--- src/hdl/sccd_pkg.sv ---
// Shared types and constants of the sector cache directory.
package sccd_pkg;

   localparam int SECTOR_W = 32;
   localparam int SLOT_W   = 6;
   localparam int MODE_W   = 2;

   localparam logic [MODE_W-1:0] MODE_READ  = 2'd0;
   localparam logic [MODE_W-1:0] MODE_WRITE = 2'd1;
   localparam logic [MODE_W-1:0] MODE_FLUSH = 2'd2;
   localparam logic [MODE_W-1:0] MODE_NONE  = 2'd3;

   typedef enum logic [2:0] {
      ST_IDLE,
      ST_LOOKUP,
      ST_SWEEP,
      ST_INSTALL,
      ST_FLUSH_SCAN,
      ST_FLUSH_READ,
      ST_FLUSH_END,
      ST_EMIT
   } state_type;

   typedef struct packed {
      logic touch;
      logic install;
      logic clr_ref;
      logic clr_dirty;
      logic write;
   } flag_cmd_type;

   typedef struct packed {
      logic valid;
      logic dirty;
      logic referenced;
   } flag_stat_type;

endpackage

--- src/hdl/sccd_ram.sv ---
// Generic simple dual-port RAM with registered read data.
module sccd_ram #(
   parameter int WIDTH = 32,
   parameter int DEPTH = 64
) (
   input  logic                     clock,
   input  logic                     wr_en,
   input  logic [$clog2(DEPTH)-1:0] wr_addr,
   input  logic [WIDTH-1:0]         wr_data,
   input  logic [$clog2(DEPTH)-1:0] rd_addr,
   output logic [WIDTH-1:0]         rd_data
);

   logic [WIDTH-1:0] mem_ff [DEPTH];
   logic [WIDTH-1:0] rd_data_ff;

   always_ff @(posedge clock) begin
      if (wr_en) begin
         mem_ff[wr_addr] <= wr_data;
      end
      rd_data_ff <= mem_ff[rd_addr];
   end

   assign rd_data = rd_data_ff;

endmodule

--- src/hdl/sccd_flags.sv ---
// Valid, dirty and reference bits of every directory entry.
module sccd_flags #(
   parameter int ENTRIES = 64
) (
   input  logic                       clock,
   input  logic                       reset,
   input  logic [$clog2(ENTRIES)-1:0] idx,
   input  sccd_pkg::flag_cmd_type     cmd,
   output sccd_pkg::flag_stat_type    stat
);
   import sccd_pkg::*;

   logic [ENTRIES-1:0] valid_ff;
   logic [ENTRIES-1:0] dirty_ff;
   logic [ENTRIES-1:0] ref_ff;

   always_ff @(posedge clock) begin
      if (reset) begin
         valid_ff <= '0;
         dirty_ff <= '0;
         ref_ff   <= '0;
      end else begin
         if (cmd.install) begin
            valid_ff[idx] <= 1'b1;
            ref_ff[idx]   <= 1'b1;
            dirty_ff[idx] <= cmd.write;
         end
         if (cmd.touch) begin
            ref_ff[idx] <= 1'b1;
            if (cmd.write) begin
               dirty_ff[idx] <= 1'b1;
            end
         end
         if (cmd.clr_ref) begin
            ref_ff[idx] <= 1'b0;
         end
         if (cmd.clr_dirty) begin
            dirty_ff[idx] <= 1'b0;
         end
      end
   end

   always_comb begin
      stat.valid      = valid_ff[idx];
      stat.dirty      = dirty_ff[idx];
      stat.referenced = ref_ff[idx];
   end

endmodule

--- src/hdl/sector_cache_directory_clock_core.sv ---
// Top level of the sector cache directory: sequencer, tag RAM and entry flags.
//
//   channel   direction  ports
//   request   in         req_valid, req_ready, req_mode, req_sector
//   response  out        rsp_valid, rsp_ready, rsp_hit, rsp_slot, rsp_fetch,
//                        rsp_writeback, rsp_writeback_sector, rsp_last
//
// A hit scans the tags up to the matching slot, then emits. A miss scans every entry,
// sweeps the hand past referenced entries, clearing their reference bits, up to an
// invalid or unreferenced entry, then installs and emits. The single tag RAM read port
// makes the scans sequential. A flush emits one writeback per dirty entry, the last marked
// with rsp_last. Requests are taken only while the sequencer is idle, and a full output
// register stalls the sequencer. Reset clears all flags and the hand at once.
module sector_cache_directory_clock_core #(
   parameter int ENTRIES = 64
) (
   input  logic                           clock,
   input  logic                           reset,
   input  logic                           req_valid,
   output logic                           req_ready,
   input  logic [sccd_pkg::MODE_W-1:0]    req_mode,
   input  logic [sccd_pkg::SECTOR_W-1:0]  req_sector,
   output logic                           rsp_valid,
   input  logic                           rsp_ready,
   output logic                           rsp_hit,
   output logic [sccd_pkg::SLOT_W-1:0]    rsp_slot,
   output logic                           rsp_fetch,
   output logic                           rsp_writeback,
   output logic [sccd_pkg::SECTOR_W-1:0]  rsp_writeback_sector,
   output logic                           rsp_last
);
   import sccd_pkg::*;

   localparam int IDX_W = $clog2(ENTRIES);
   localparam logic [IDX_W-1:0] LAST_IDX = IDX_W'(ENTRIES - 1);

   state_type state_ff, state_in;

   logic [MODE_W-1:0]   mode_ff;
   logic [SECTOR_W-1:0] sector_ff;
   logic [IDX_W-1:0]    scan_ff;
   logic                pend_ff;
   logic [IDX_W-1:0]    pend_idx_ff;
   logic [IDX_W-1:0]    hand_ff;

   logic                res_hit_ff;
   logic [IDX_W-1:0]    res_slot_ff;
   logic                res_fetch_ff;
   logic                res_wb_ff;
   logic [SECTOR_W-1:0] res_wb_sector_ff;
   logic                res_last_ff;
   logic                res_pend_ff;

   logic                rsp_valid_ff;
   logic                rsp_hit_ff;
   logic [SLOT_W-1:0]   rsp_slot_ff;
   logic                rsp_fetch_ff;
   logic                rsp_wb_ff;
   logic [SECTOR_W-1:0] rsp_wb_sector_ff;
   logic                rsp_last_ff;

   logic [IDX_W-1:0]    ram_rd_addr;
   logic [SECTOR_W-1:0] ram_rd_data;
   logic                ram_we;
   logic [IDX_W-1:0]    flag_idx;
   flag_cmd_type        flag_cmd;
   flag_stat_type       flag_stat;

   logic accept;
   logic is_write;
   logic hit_now;
   logic miss_now;
   logic sweep_stop;
   logic fl_dirty;
   logic out_free;
   logic emit_now;
   logic victim_wb;
   logic [SLOT_W+IDX_W-1:0] res_slot_wide;

   function automatic logic [IDX_W-1:0] next_idx(input logic [IDX_W-1:0] i);
      next_idx = (i == LAST_IDX) ? '0 : i + 1'b1;
   endfunction

   sccd_ram #(
      .WIDTH (SECTOR_W),
      .DEPTH (ENTRIES)
   ) u_tag_ram (
      .clock   (clock),
      .wr_en   (ram_we),
      .wr_addr (hand_ff),
      .wr_data (sector_ff),
      .rd_addr (ram_rd_addr),
      .rd_data (ram_rd_data)
   );

   sccd_flags #(
      .ENTRIES (ENTRIES)
   ) u_flags (
      .clock (clock),
      .reset (reset),
      .idx   (flag_idx),
      .cmd   (flag_cmd),
      .stat  (flag_stat)
   );

   assign req_ready  = (state_ff == ST_IDLE);
   assign accept     = req_valid && req_ready;
   assign is_write   = (mode_ff == MODE_WRITE);
   assign out_free   = !rsp_valid_ff || rsp_ready;
   assign hit_now    = (state_ff == ST_LOOKUP) && pend_ff && flag_stat.valid &&
                       (ram_rd_data == sector_ff);
   assign miss_now   = (state_ff == ST_LOOKUP) && pend_ff && !hit_now &&
                       (pend_idx_ff == LAST_IDX);
   assign sweep_stop = !flag_stat.valid || !flag_stat.referenced;
   assign fl_dirty   = flag_stat.valid && flag_stat.dirty;
   assign victim_wb  = flag_stat.valid && flag_stat.dirty;
   assign emit_now   = (state_ff == ST_EMIT) && out_free;

   always_comb begin
      state_in = state_ff;
      unique case (state_ff)
         ST_IDLE: begin
            if (accept) begin
               if (req_mode == MODE_READ || req_mode == MODE_WRITE) begin
                  state_in = ST_LOOKUP;
               end else if (req_mode == MODE_FLUSH) begin
                  state_in = ST_FLUSH_SCAN;
               end
            end
         end
         ST_LOOKUP: begin
            if (hit_now) begin
               state_in = ST_EMIT;
            end else if (miss_now) begin
               state_in = ST_SWEEP;
            end
         end
         ST_SWEEP: begin
            if (sweep_stop) begin
               state_in = ST_INSTALL;
            end
         end
         ST_INSTALL: begin
            state_in = ST_EMIT;
         end
         ST_FLUSH_SCAN: begin
            if (fl_dirty) begin
               state_in = res_pend_ff ? ST_EMIT : ST_FLUSH_READ;
            end else if (scan_ff == LAST_IDX) begin
               state_in = ST_FLUSH_END;
            end
         end
         ST_FLUSH_READ: begin
            state_in = (scan_ff == LAST_IDX) ? ST_FLUSH_END : ST_FLUSH_SCAN;
         end
         ST_FLUSH_END: begin
            state_in = res_pend_ff ? ST_EMIT : ST_IDLE;
         end
         ST_EMIT: begin
            if (out_free) begin
               state_in = res_last_ff ? ST_IDLE : ST_FLUSH_SCAN;
            end
         end
         default: begin
            state_in = ST_IDLE;
         end
      endcase
   end

   always_comb begin
      ram_rd_addr = hand_ff;
      ram_we      = 1'b0;
      flag_idx    = hand_ff;
      flag_cmd    = '0;
      flag_cmd.write = is_write;
      unique case (state_ff)
         ST_LOOKUP: begin
            ram_rd_addr    = scan_ff;
            flag_idx       = pend_idx_ff;
            flag_cmd.touch = hit_now;
         end
         ST_SWEEP: begin
            flag_cmd.clr_ref = !sweep_stop;
         end
         ST_INSTALL: begin
            ram_we           = 1'b1;
            flag_cmd.install = 1'b1;
         end
         ST_FLUSH_SCAN: begin
            ram_rd_addr = scan_ff;
            flag_idx    = scan_ff;
         end
         ST_FLUSH_READ: begin
            flag_idx           = scan_ff;
            flag_cmd.clr_dirty = 1'b1;
         end
         default: begin
         end
      endcase
   end

   always_ff @(posedge clock) begin
      if (reset) begin
         state_ff     <= ST_IDLE;
         scan_ff      <= '0;
         pend_ff      <= 1'b0;
         hand_ff      <= '0;
         res_pend_ff  <= 1'b0;
         rsp_valid_ff <= 1'b0;
      end else begin
         state_ff <= state_in;
         if (accept) begin
            scan_ff     <= '0;
            pend_ff     <= 1'b0;
            res_pend_ff <= 1'b0;
         end
         if (state_ff == ST_LOOKUP) begin
            scan_ff <= next_idx(scan_ff);
            pend_ff <= 1'b1;
         end
         if (state_ff == ST_SWEEP && !sweep_stop) begin
            hand_ff <= next_idx(hand_ff);
         end
         if (state_ff == ST_FLUSH_SCAN && !fl_dirty && scan_ff != LAST_IDX) begin
            scan_ff <= next_idx(scan_ff);
         end
         if (state_ff == ST_FLUSH_READ) begin
            res_pend_ff <= 1'b1;
            if (scan_ff != LAST_IDX) begin
               scan_ff <= next_idx(scan_ff);
            end
         end
         if (emit_now) begin
            res_pend_ff  <= 1'b0;
            rsp_valid_ff <= 1'b1;
         end else if (rsp_ready) begin
            rsp_valid_ff <= 1'b0;
         end
      end
   end

   always_ff @(posedge clock) begin
      if (accept) begin
         mode_ff   <= req_mode;
         sector_ff <= req_sector;
      end
      if (state_ff == ST_LOOKUP) begin
         pend_idx_ff <= scan_ff;
      end
      if (hit_now) begin
         res_hit_ff       <= 1'b1;
         res_slot_ff      <= pend_idx_ff;
         res_fetch_ff     <= 1'b0;
         res_wb_ff        <= 1'b0;
         res_wb_sector_ff <= '0;
         res_last_ff      <= 1'b1;
      end
      if (state_ff == ST_INSTALL) begin
         res_hit_ff       <= 1'b0;
         res_slot_ff      <= hand_ff;
         res_fetch_ff     <= (mode_ff == MODE_READ);
         res_wb_ff        <= victim_wb;
         res_wb_sector_ff <= victim_wb ? ram_rd_data : '0;
         res_last_ff      <= 1'b1;
      end
      if (state_ff == ST_FLUSH_READ) begin
         res_hit_ff       <= 1'b0;
         res_slot_ff      <= scan_ff;
         res_fetch_ff     <= 1'b0;
         res_wb_ff        <= 1'b1;
         res_wb_sector_ff <= ram_rd_data;
         res_last_ff      <= 1'b0;
      end
      if (state_ff == ST_FLUSH_END) begin
         res_last_ff <= 1'b1;
      end
      if (emit_now) begin
         rsp_hit_ff       <= res_hit_ff;
         rsp_slot_ff      <= res_slot_wide[SLOT_W-1:0];
         rsp_fetch_ff     <= res_fetch_ff;
         rsp_wb_ff        <= res_wb_ff;
         rsp_wb_sector_ff <= res_wb_sector_ff;
         rsp_last_ff      <= res_last_ff;
      end
   end

   assign res_slot_wide = {{SLOT_W{1'b0}}, res_slot_ff};

   assign rsp_valid            = rsp_valid_ff;
   assign rsp_hit              = rsp_hit_ff;
   assign rsp_slot             = rsp_slot_ff;
   assign rsp_fetch            = rsp_fetch_ff;
   assign rsp_writeback        = rsp_wb_ff;
   assign rsp_writeback_sector = rsp_wb_sector_ff;
   assign rsp_last             = rsp_last_ff;

endmodule

--- config.mk ---
export PLATFORM = sky130hd
export DESIGN_NAME = sector_cache_directory_clock_core
export DESIGN_NICKNAME = d
export VERILOG_FILES = /design/src/hdl/sccd_pkg.sv /design/src/hdl/sccd_ram.sv /design/src/hdl/sccd_flags.sv /design/src/hdl/sector_cache_directory_clock_core.sv
export SDC_FILE = /design/constraint.sdc
export NUM_CORES = 2
export LEC_CHECK = 0
export ABC_AREA = 1
export BUFFER_PORTS_ARGS = -buffer_cell sky130_fd_sc_hd__buf_2
export CAP_MARGIN = 5
export CORE_MARGIN = 1.5
export CORE_UTILIZATION = 51
export CTS_BUF_LIST = sky130_fd_sc_hd__clkbuf_8
export DETAILED_ROUTE_END_ITERATION = 10
export PLACE_DENSITY = 0.66
export SLEW_MARGIN = 40
export SYNTH_ARGS = -nofsm -noshare
export SYNTH_HDL_FRONTEND = slang
export SYNTH_SLANG_ARGS = --single-unit
--- constraint.sdc ---
create_clock -name clock -period 4.9 [get_ports clock]
set_input_delay 0.49 -clock clock [delete_from_list [all_inputs] [get_ports clock]]
set_output_delay 0.49 -clock clock [all_outputs]
set_load 0.005 [all_outputs]
### Yosys cells after proc, flatten, opt, wreduce, memory -nomap -nowiden

Memory sizes are Yosys's and may differ from the RTL's. A register that Yosys moved wholly into a read port is not among the register bits.
Cells that the tools add are included.

* memories kept: 1
* register bits after elaboration: 334
* input port bits: 38
* bits in latches: 0
* output and inout bits: 44
* ROM bits: 0
* bits in writable memories: 2048

Memories
* u_tag_ram.mem_ff: depth 64, bits a word 32, rd ports 1, clocked after memory_dff 1, wr ports 1, RTL line sccd_ram.sv:14 `logic [WIDTH-1:0] mem_ff [DEPTH];`

* bitwise gates (word level): 7
* shift operators: 0
* divide/modulo/power cells: 0
* multiplexer cells: 67
* reductions and logical operators: 34
* equality and inequality tests: 21
* $mul: 0
* $add $sub $neg: 2
* $lt $le $gt $ge: 2

Operators with widths (number)
* two-way mux 64 bit: 11
* OR 64 bit: 4
* bitwise AND 64 bit: 2
* two-way mux 32 bit: 4
* two-way mux 6 bit: 11
* bitwise mux 64 bit: 1
* inverter 64 bit: 1
* two-way mux 3 bit: 11
* equality test 32 bit: 1
* case mux 3 bit (8 select lines): 1
* two-way mux 1 bit: 21
* binary-select mux 1 bit (select 6 bit): 3
* equality test 6 bit (second input constant): 3
* adder 6 x 1 -> 6 bit (second input constant): 2
* equality test 3 bit (second input constant): 4
* logical AND 1 bit: 12
* case mux 6 bit (2 select lines): 1
* nonzero test 2 bit: 4
* OR reduction 2 bit: 4
* less-than comparator 6 x 7 -> 1 bit (second input constant): 1
* demux 1 bit (select 6 bit): 1
* equality test 3 x 2 -> 1 bit (second input constant): 2
* >= comparator 6 x 1 -> 1 bit (second input constant): 1
* zero test 1 bit: 6
* other kinds (14): 21

### Depth between registers and ports, before layout

* word-level depth: 16
* mapped depth: 23

### Cells and area by module

From an unflattened synthesis, not the netlist that was laid out.

* cell total of the unflattened synthesis: 8883
* area total of the unflattened synthesis: 98649.6 µm²

By module, submodules not included
* sccd_ram: area an instance 82738.1 µm², seq. area each 62139.6 µm², cells an instance 6769, times used 1
* sccd_flags: area an instance 9828.2 µm², seq. area each 3843.7 µm², cells an instance 1532, times used 1
* sector_cache_directory_clock_core: area an instance 6083.3 µm², seq. area each 4043.9 µm², cells an instance 582, times used 1

### Least setup slack after synthesis

Ideal clock, no wire load.

* path kind: register -> register
* start: register state_ff[0]
* end: memory u_tag_ram.mem_ff[39][0], enable pin
* arrival time: 3.489 ns
* data required time: 4.439 ns
* cell stages (with the launch flop): 7
* buffers on the path: 2
* clock period less this slack: 3.950 ns
* setup slack: 0.950 ns
* cells stage by stage: dfxtp_1 > buf_6 > inv_1 > nor3_2 > clkbuf_1 > nand2_1 > nor3_1

* longest elaborated chain between the ends: 4

Ends and longest elaborated chain
* start: declaration: RTL line sector_cache_directory_clock_core.sv:37 `state_type state_ff, state_in;`
* start signal: assignment: RTL line sector_cache_directory_clock_core.sv:211 `state_ff <= state_in;`
* equality test 3 x 2 -> 1 bit: RTL line sector_cache_directory_clock_core.sv:176 `unique case (state_ff)`
* two-way mux 1 bit: RTL line sector_cache_directory_clock_core.sv:176
* two-way mux 1 bit: RTL line sccd_ram.sv:18 `if (wr_en) begin`
* two-way mux 1 bit (not written as such): RTL line sccd_ram.sv:19 `mem_ff[wr_addr] <= wr_data;`
* end: declaration: RTL line sccd_ram.sv:14

No other way between the ends.

### Final worst setup path

* start: register state_ff[2]
* end: register u_tag_ram.rd_data_ff[0] (netlist: u_tag_ram.rd_data[0]) (read register of u_tag_ram.mem_ff)

* longest elaborated chain between the ends: 3
* elaborated cells on any way between the ends: 4
* those cells by class: eq/ne (2); mux (1); reduce/logical (1)

Ends and longest elaborated chain
* equality test 3 x 1 -> 1 bit / equality test 3 bit (equally long branches): RTL line sector_cache_directory_clock_core.sv:176
* OR reduction 2 bit (no line) (*)
* two-way mux 6 bit (*): RTL line sector_cache_directory_clock_core.sv:176
* end: declaration: RTL line sccd_ram.sv:15 `logic [WIDTH-1:0] rd_data_ff;`

Every way passes the cells marked *; elsewhere a longest branch is shown, timed or not.
A chain may end at the register's enable or synchronous reset.

==> flow_summary.json <==
{
  "status": "finished, final reports clean",
  "numCtsBuffers": 396,
  "hold_class": "in -> reg",
  "wl_per_cell_um": 26.62,
  "hold_viol": 0,
  "crit_slowest_cell": "inv_8",
  "drive_above_1_share": 0.1200,
  "slew_headroom": 0.3761,
  "yosys-top-cells-area": "edfxtp_1, o21ai_0, nor2_1",
  "critPathTopFamily": "compound AO/OA/AOI/OAI gates",
  "synth_flop_cell": "edfxtp_1",
  "cts_tree": "done",
  "syn_area_mm2": 0.09650,
  "dp.cells": 10310,
  "fin_crit_ns": 4.631,
  "path_class": "reg -> reg",
  "path_clk_slew_ns": 0.06,
  "worst_ep_arrival_time_ns": 5.60,
  "via_per_inst": 6.185,
  "ant_nets": 0,
  "post-synth-top-count-cell": "edfxtp_1",
  "cap_viol_max_count": 0,
  "reg2reg_to": "u_tag_ram.rd_data[0]",
  "wl_um": 294100,
  "synthTopCellsByCount": "edfxtp_1, nor2_1, o21ai_0, nand2_1, o22ai_1",
  "skew_ns": 0.07907,
  "cp-end-kind": "flop",
  "synth_warnings": 0,
  "leakagePower_nw": 35.90,
  "num_rows": 159,
  "synth_edf_count": 2168,
  "setup.worst_path.start": "state_ff[2]",
  "finalSetupViolCount": 0,
  "power.density_mw_per_mm2": 537.7,
  "h-tree-depth": 5,
  "path_common_cell": "nand2_1",
  "tns_ns": 0,
  "r2r_slack_ns": 0.27,
  "fill_cells": 15040,
  "pwr-share-clk": 0.278,
  "place_area_mm2": 0.1012,
  "swShare": 0.3662,
  "drtIter0Drc": 9778,
  "p_sw_mw": 21.42,
  "fin_crit_sh": 0.9451,
  "io_pins": 82,
  "first_global_vias": 63820,
  "startpoint_type": "flop",
  "crit_path_cell_trace": "inv_2 -> nand3_4 -> nand2_1 -> nand2_1 -> o21ai_4 -> inv_8 -> buf_12 -> buf_4 -> o21ai_0 -> o22ai_1 -> o21ai_0 -> o221ai_1 -> o211ai_1 -> nand2_1",
  "synth_top_area_cell": "edfxtp_1",
  "numPortBuffers": 81,
  "intPower_mw": 37.07,
  "num_vias": 68330,
  "overflow": 0,
  "slew_violations": 0,
  "syn_nets": 8050,
  "yosysSeqAreaShare": 0.7257,
  "cp.required_ns": 5.87,
  "ys_async_sr_fraction": 0,
  "critPathMaxStageDelay_ns": 0.66,
  "combPwrFrac": 0.306,
  "dieArea_mm2": 0.1918,
  "synth_top_area_frac": 0.6746,
  "ir_drop_mv": 0.4804,
  "path_depth": 14,
  "fin_cells": 11050,
  "power_frac_seq": 0.416,
  "synthCells": 8010,
  "clockRootBuffer": "clkbuf_8",
  "post_cts_buffers": 0,
  "ys_seq_elements": 2414,
  "rsz0062_at_grt": "false",
  "timing.reg2reg.worst_path_depth": 14,
  "first_pass_iters": 6,
  "clkSinkCount": 2414,
  "clk_path_buf_depth": 4,
  "grt_max_degree": 180,
  "path_buf_inv": 4,
  "fmax_mhz": 215.9,
  "gp_congestion": 0.8896,
  "reg2reg_from": "state_ff[2]",
  "fp.dieW_um": 438.0,
  "drc": 0,
  "synthToLayoutAreaGrowth_pct": 12.73,
  "grtUsageTotal": 0.2995,
  "die_h_um": 438.0,
  "ys_types": 45,
  "clock_latency_ns": 1.09,
  "grt_first_pass_wirelength_um": 424500,
  "final_nets": 8290,
  "initial_utilization": 0.5138,
  "postLayoutCellArea_mm2": 0.1088,
  "antenna_found_initial": 15,
  "cp_max_fo": 89,
  "dp_hpwl_um": 163700,
  "worstMarginPinSlew_ns": 0.9336,
  "avgSynthCellArea_um2": 12.05,
  "coreArea_mm2": 0.1878,
  "crit_end": "u_tag_ram.rd_data[0]"
}
## placed cells by master, fill, tap and decap left out, types with 71 or more instances in the layout
cell type | synthesis | routed
buf_2 | 51 | 80
nand2_1 | 610 | 607
nand3_1 | 93 | 90
edfxtp_1 | 2168 | 2168
o221ai_1 | 71 | 71
nor2_1 | 1461 | 1395
o21ai_0 | 1384 | 1383
buf_4 | 11 | 208
o22ai_1 | 569 | 569
inv_1 | 320 | 437
a21oi_1 | 212 | 212
clkinv_1 | 2 | 83
clkbuf_8 | 0 | 429
dfxtp_1 | 246 | 246
## worst min-delay path by stage
stage	from	end	slack, ns	cells past startpoint
final	req_sector[27]	sector_ff[27]	0.14	2
after global routing	req_sector[25]	sector_ff[25]	0.10	2
after CTS	req_sector[25]	sector_ff[25]	0.04	2
after detailed placement	res_wb_sector_ff[8]	rsp_writeback_sector[8]	0.41	0
after global placement	res_wb_sector_ff[12]	rsp_writeback_sector[12]	0.41	0
after floorplan	res_slot_ff[0]	rsp_slot[0]	0.40	0
## worst reg2reg max path, delay by kind of cell (launching register included)
family | cells | cell delay [ns]
AND/OR/NAND/NOR | 4 | 0.59
AO/OA/AOI/OAI | 6 | 1.67
buffers and inverters | 4 | 1.69
flip-flops | 1 | 0.62
## power by group through the flow
stage	logic [mW]	registers, mW	clock network [mW]
floorplan	11.3	24.7	0
global placement	17.2	24.7	0
detailed placement	17.5	24.7	0
CTS	17.6	24.3	16.4
global route	19.5	24.3	17.2
finish	17.9	24.3	16.3
## flip-flops by register name (all words and copies together), names as in the netlist, 6 cells and up, named ones only
signal and flops:
u_tag_ram.mem_ff 2048, res_slot_ff 6, hand_ff 6, pend_idx_ff 6, rsp_writeback_sector 32, sector_ff 32
u_flags.ref_ff 63, u_tag_ram.rd_data 32, u_flags.dirty_ff 64, u_flags.valid_ff 64, res_wb_sector_ff 32, rsp_slot 6
scan_ff 6
## layout make-up
cell class | count | area, um^2 | area share
antenna | 9 | 22.52 | 0.0002070
clock buffer | 429 | 5904 | 0.05428
clock inverter | 263 | 1244 | 0.01143
inverter | 332 | 1280 | 0.01177
multi-input combinational | 4711 | 23500 | 0.2160
sequential | 2414 | 70030 | 0.6437
tap | 2495 | 3122 | 0.02870
timing repair buffer | 395 | 3685 | 0.03387
## what timing repair did
item                      4_1_cts  5_1_grt
resized for setup               0        0
hold buffers                   38        0
hold endpoints to repair      106        0
## metal layers
metal,share of wire,routed length [um],GRT usage,up-vias
met3,0.12,35270,0.05939,689
met1,0.39,114600,0.4236,33520
li1,-,-,-,29730
met4,0.043,12660,0.1353,8
met2,0.45,131600,0.4503,4381
met5,0.00019,56,0,-
## stage by stage
step / utilization / setup WS [ns] / hold slack [ns] / power (mW)
after global placement: 0.5383 / 0.5359 / 0.4075 / 41.88
after global routing: 0.5792 / 0.2150 / 0.1018 / 60.98
final: 0.5793 / 0.2690 / 0.1444 / 58.49
after detailed placement: 0.5390 / 0.4369 / 0.4072 / 42.20
after floorplan: - / 0.9502 / 0.4003 / 35.92
after CTS: 0.5791 / 0.4291 / 0.03989 / 58.25
## cell families after synthesis
| family | share of synthesized area |
|---|---|
| flip-flops | 0.7257 |
| adder cells (fa/ha/maj) | 0.0002593 |
| AO/OA/AOI/OAI | 0.1413 |
| XOR/XNOR | 0.001997 |
| AND/OR/NAND/NOR | 0.09360 |
| buffers and inverters | 0.03712 |
(Power assumes the default switching activity.)
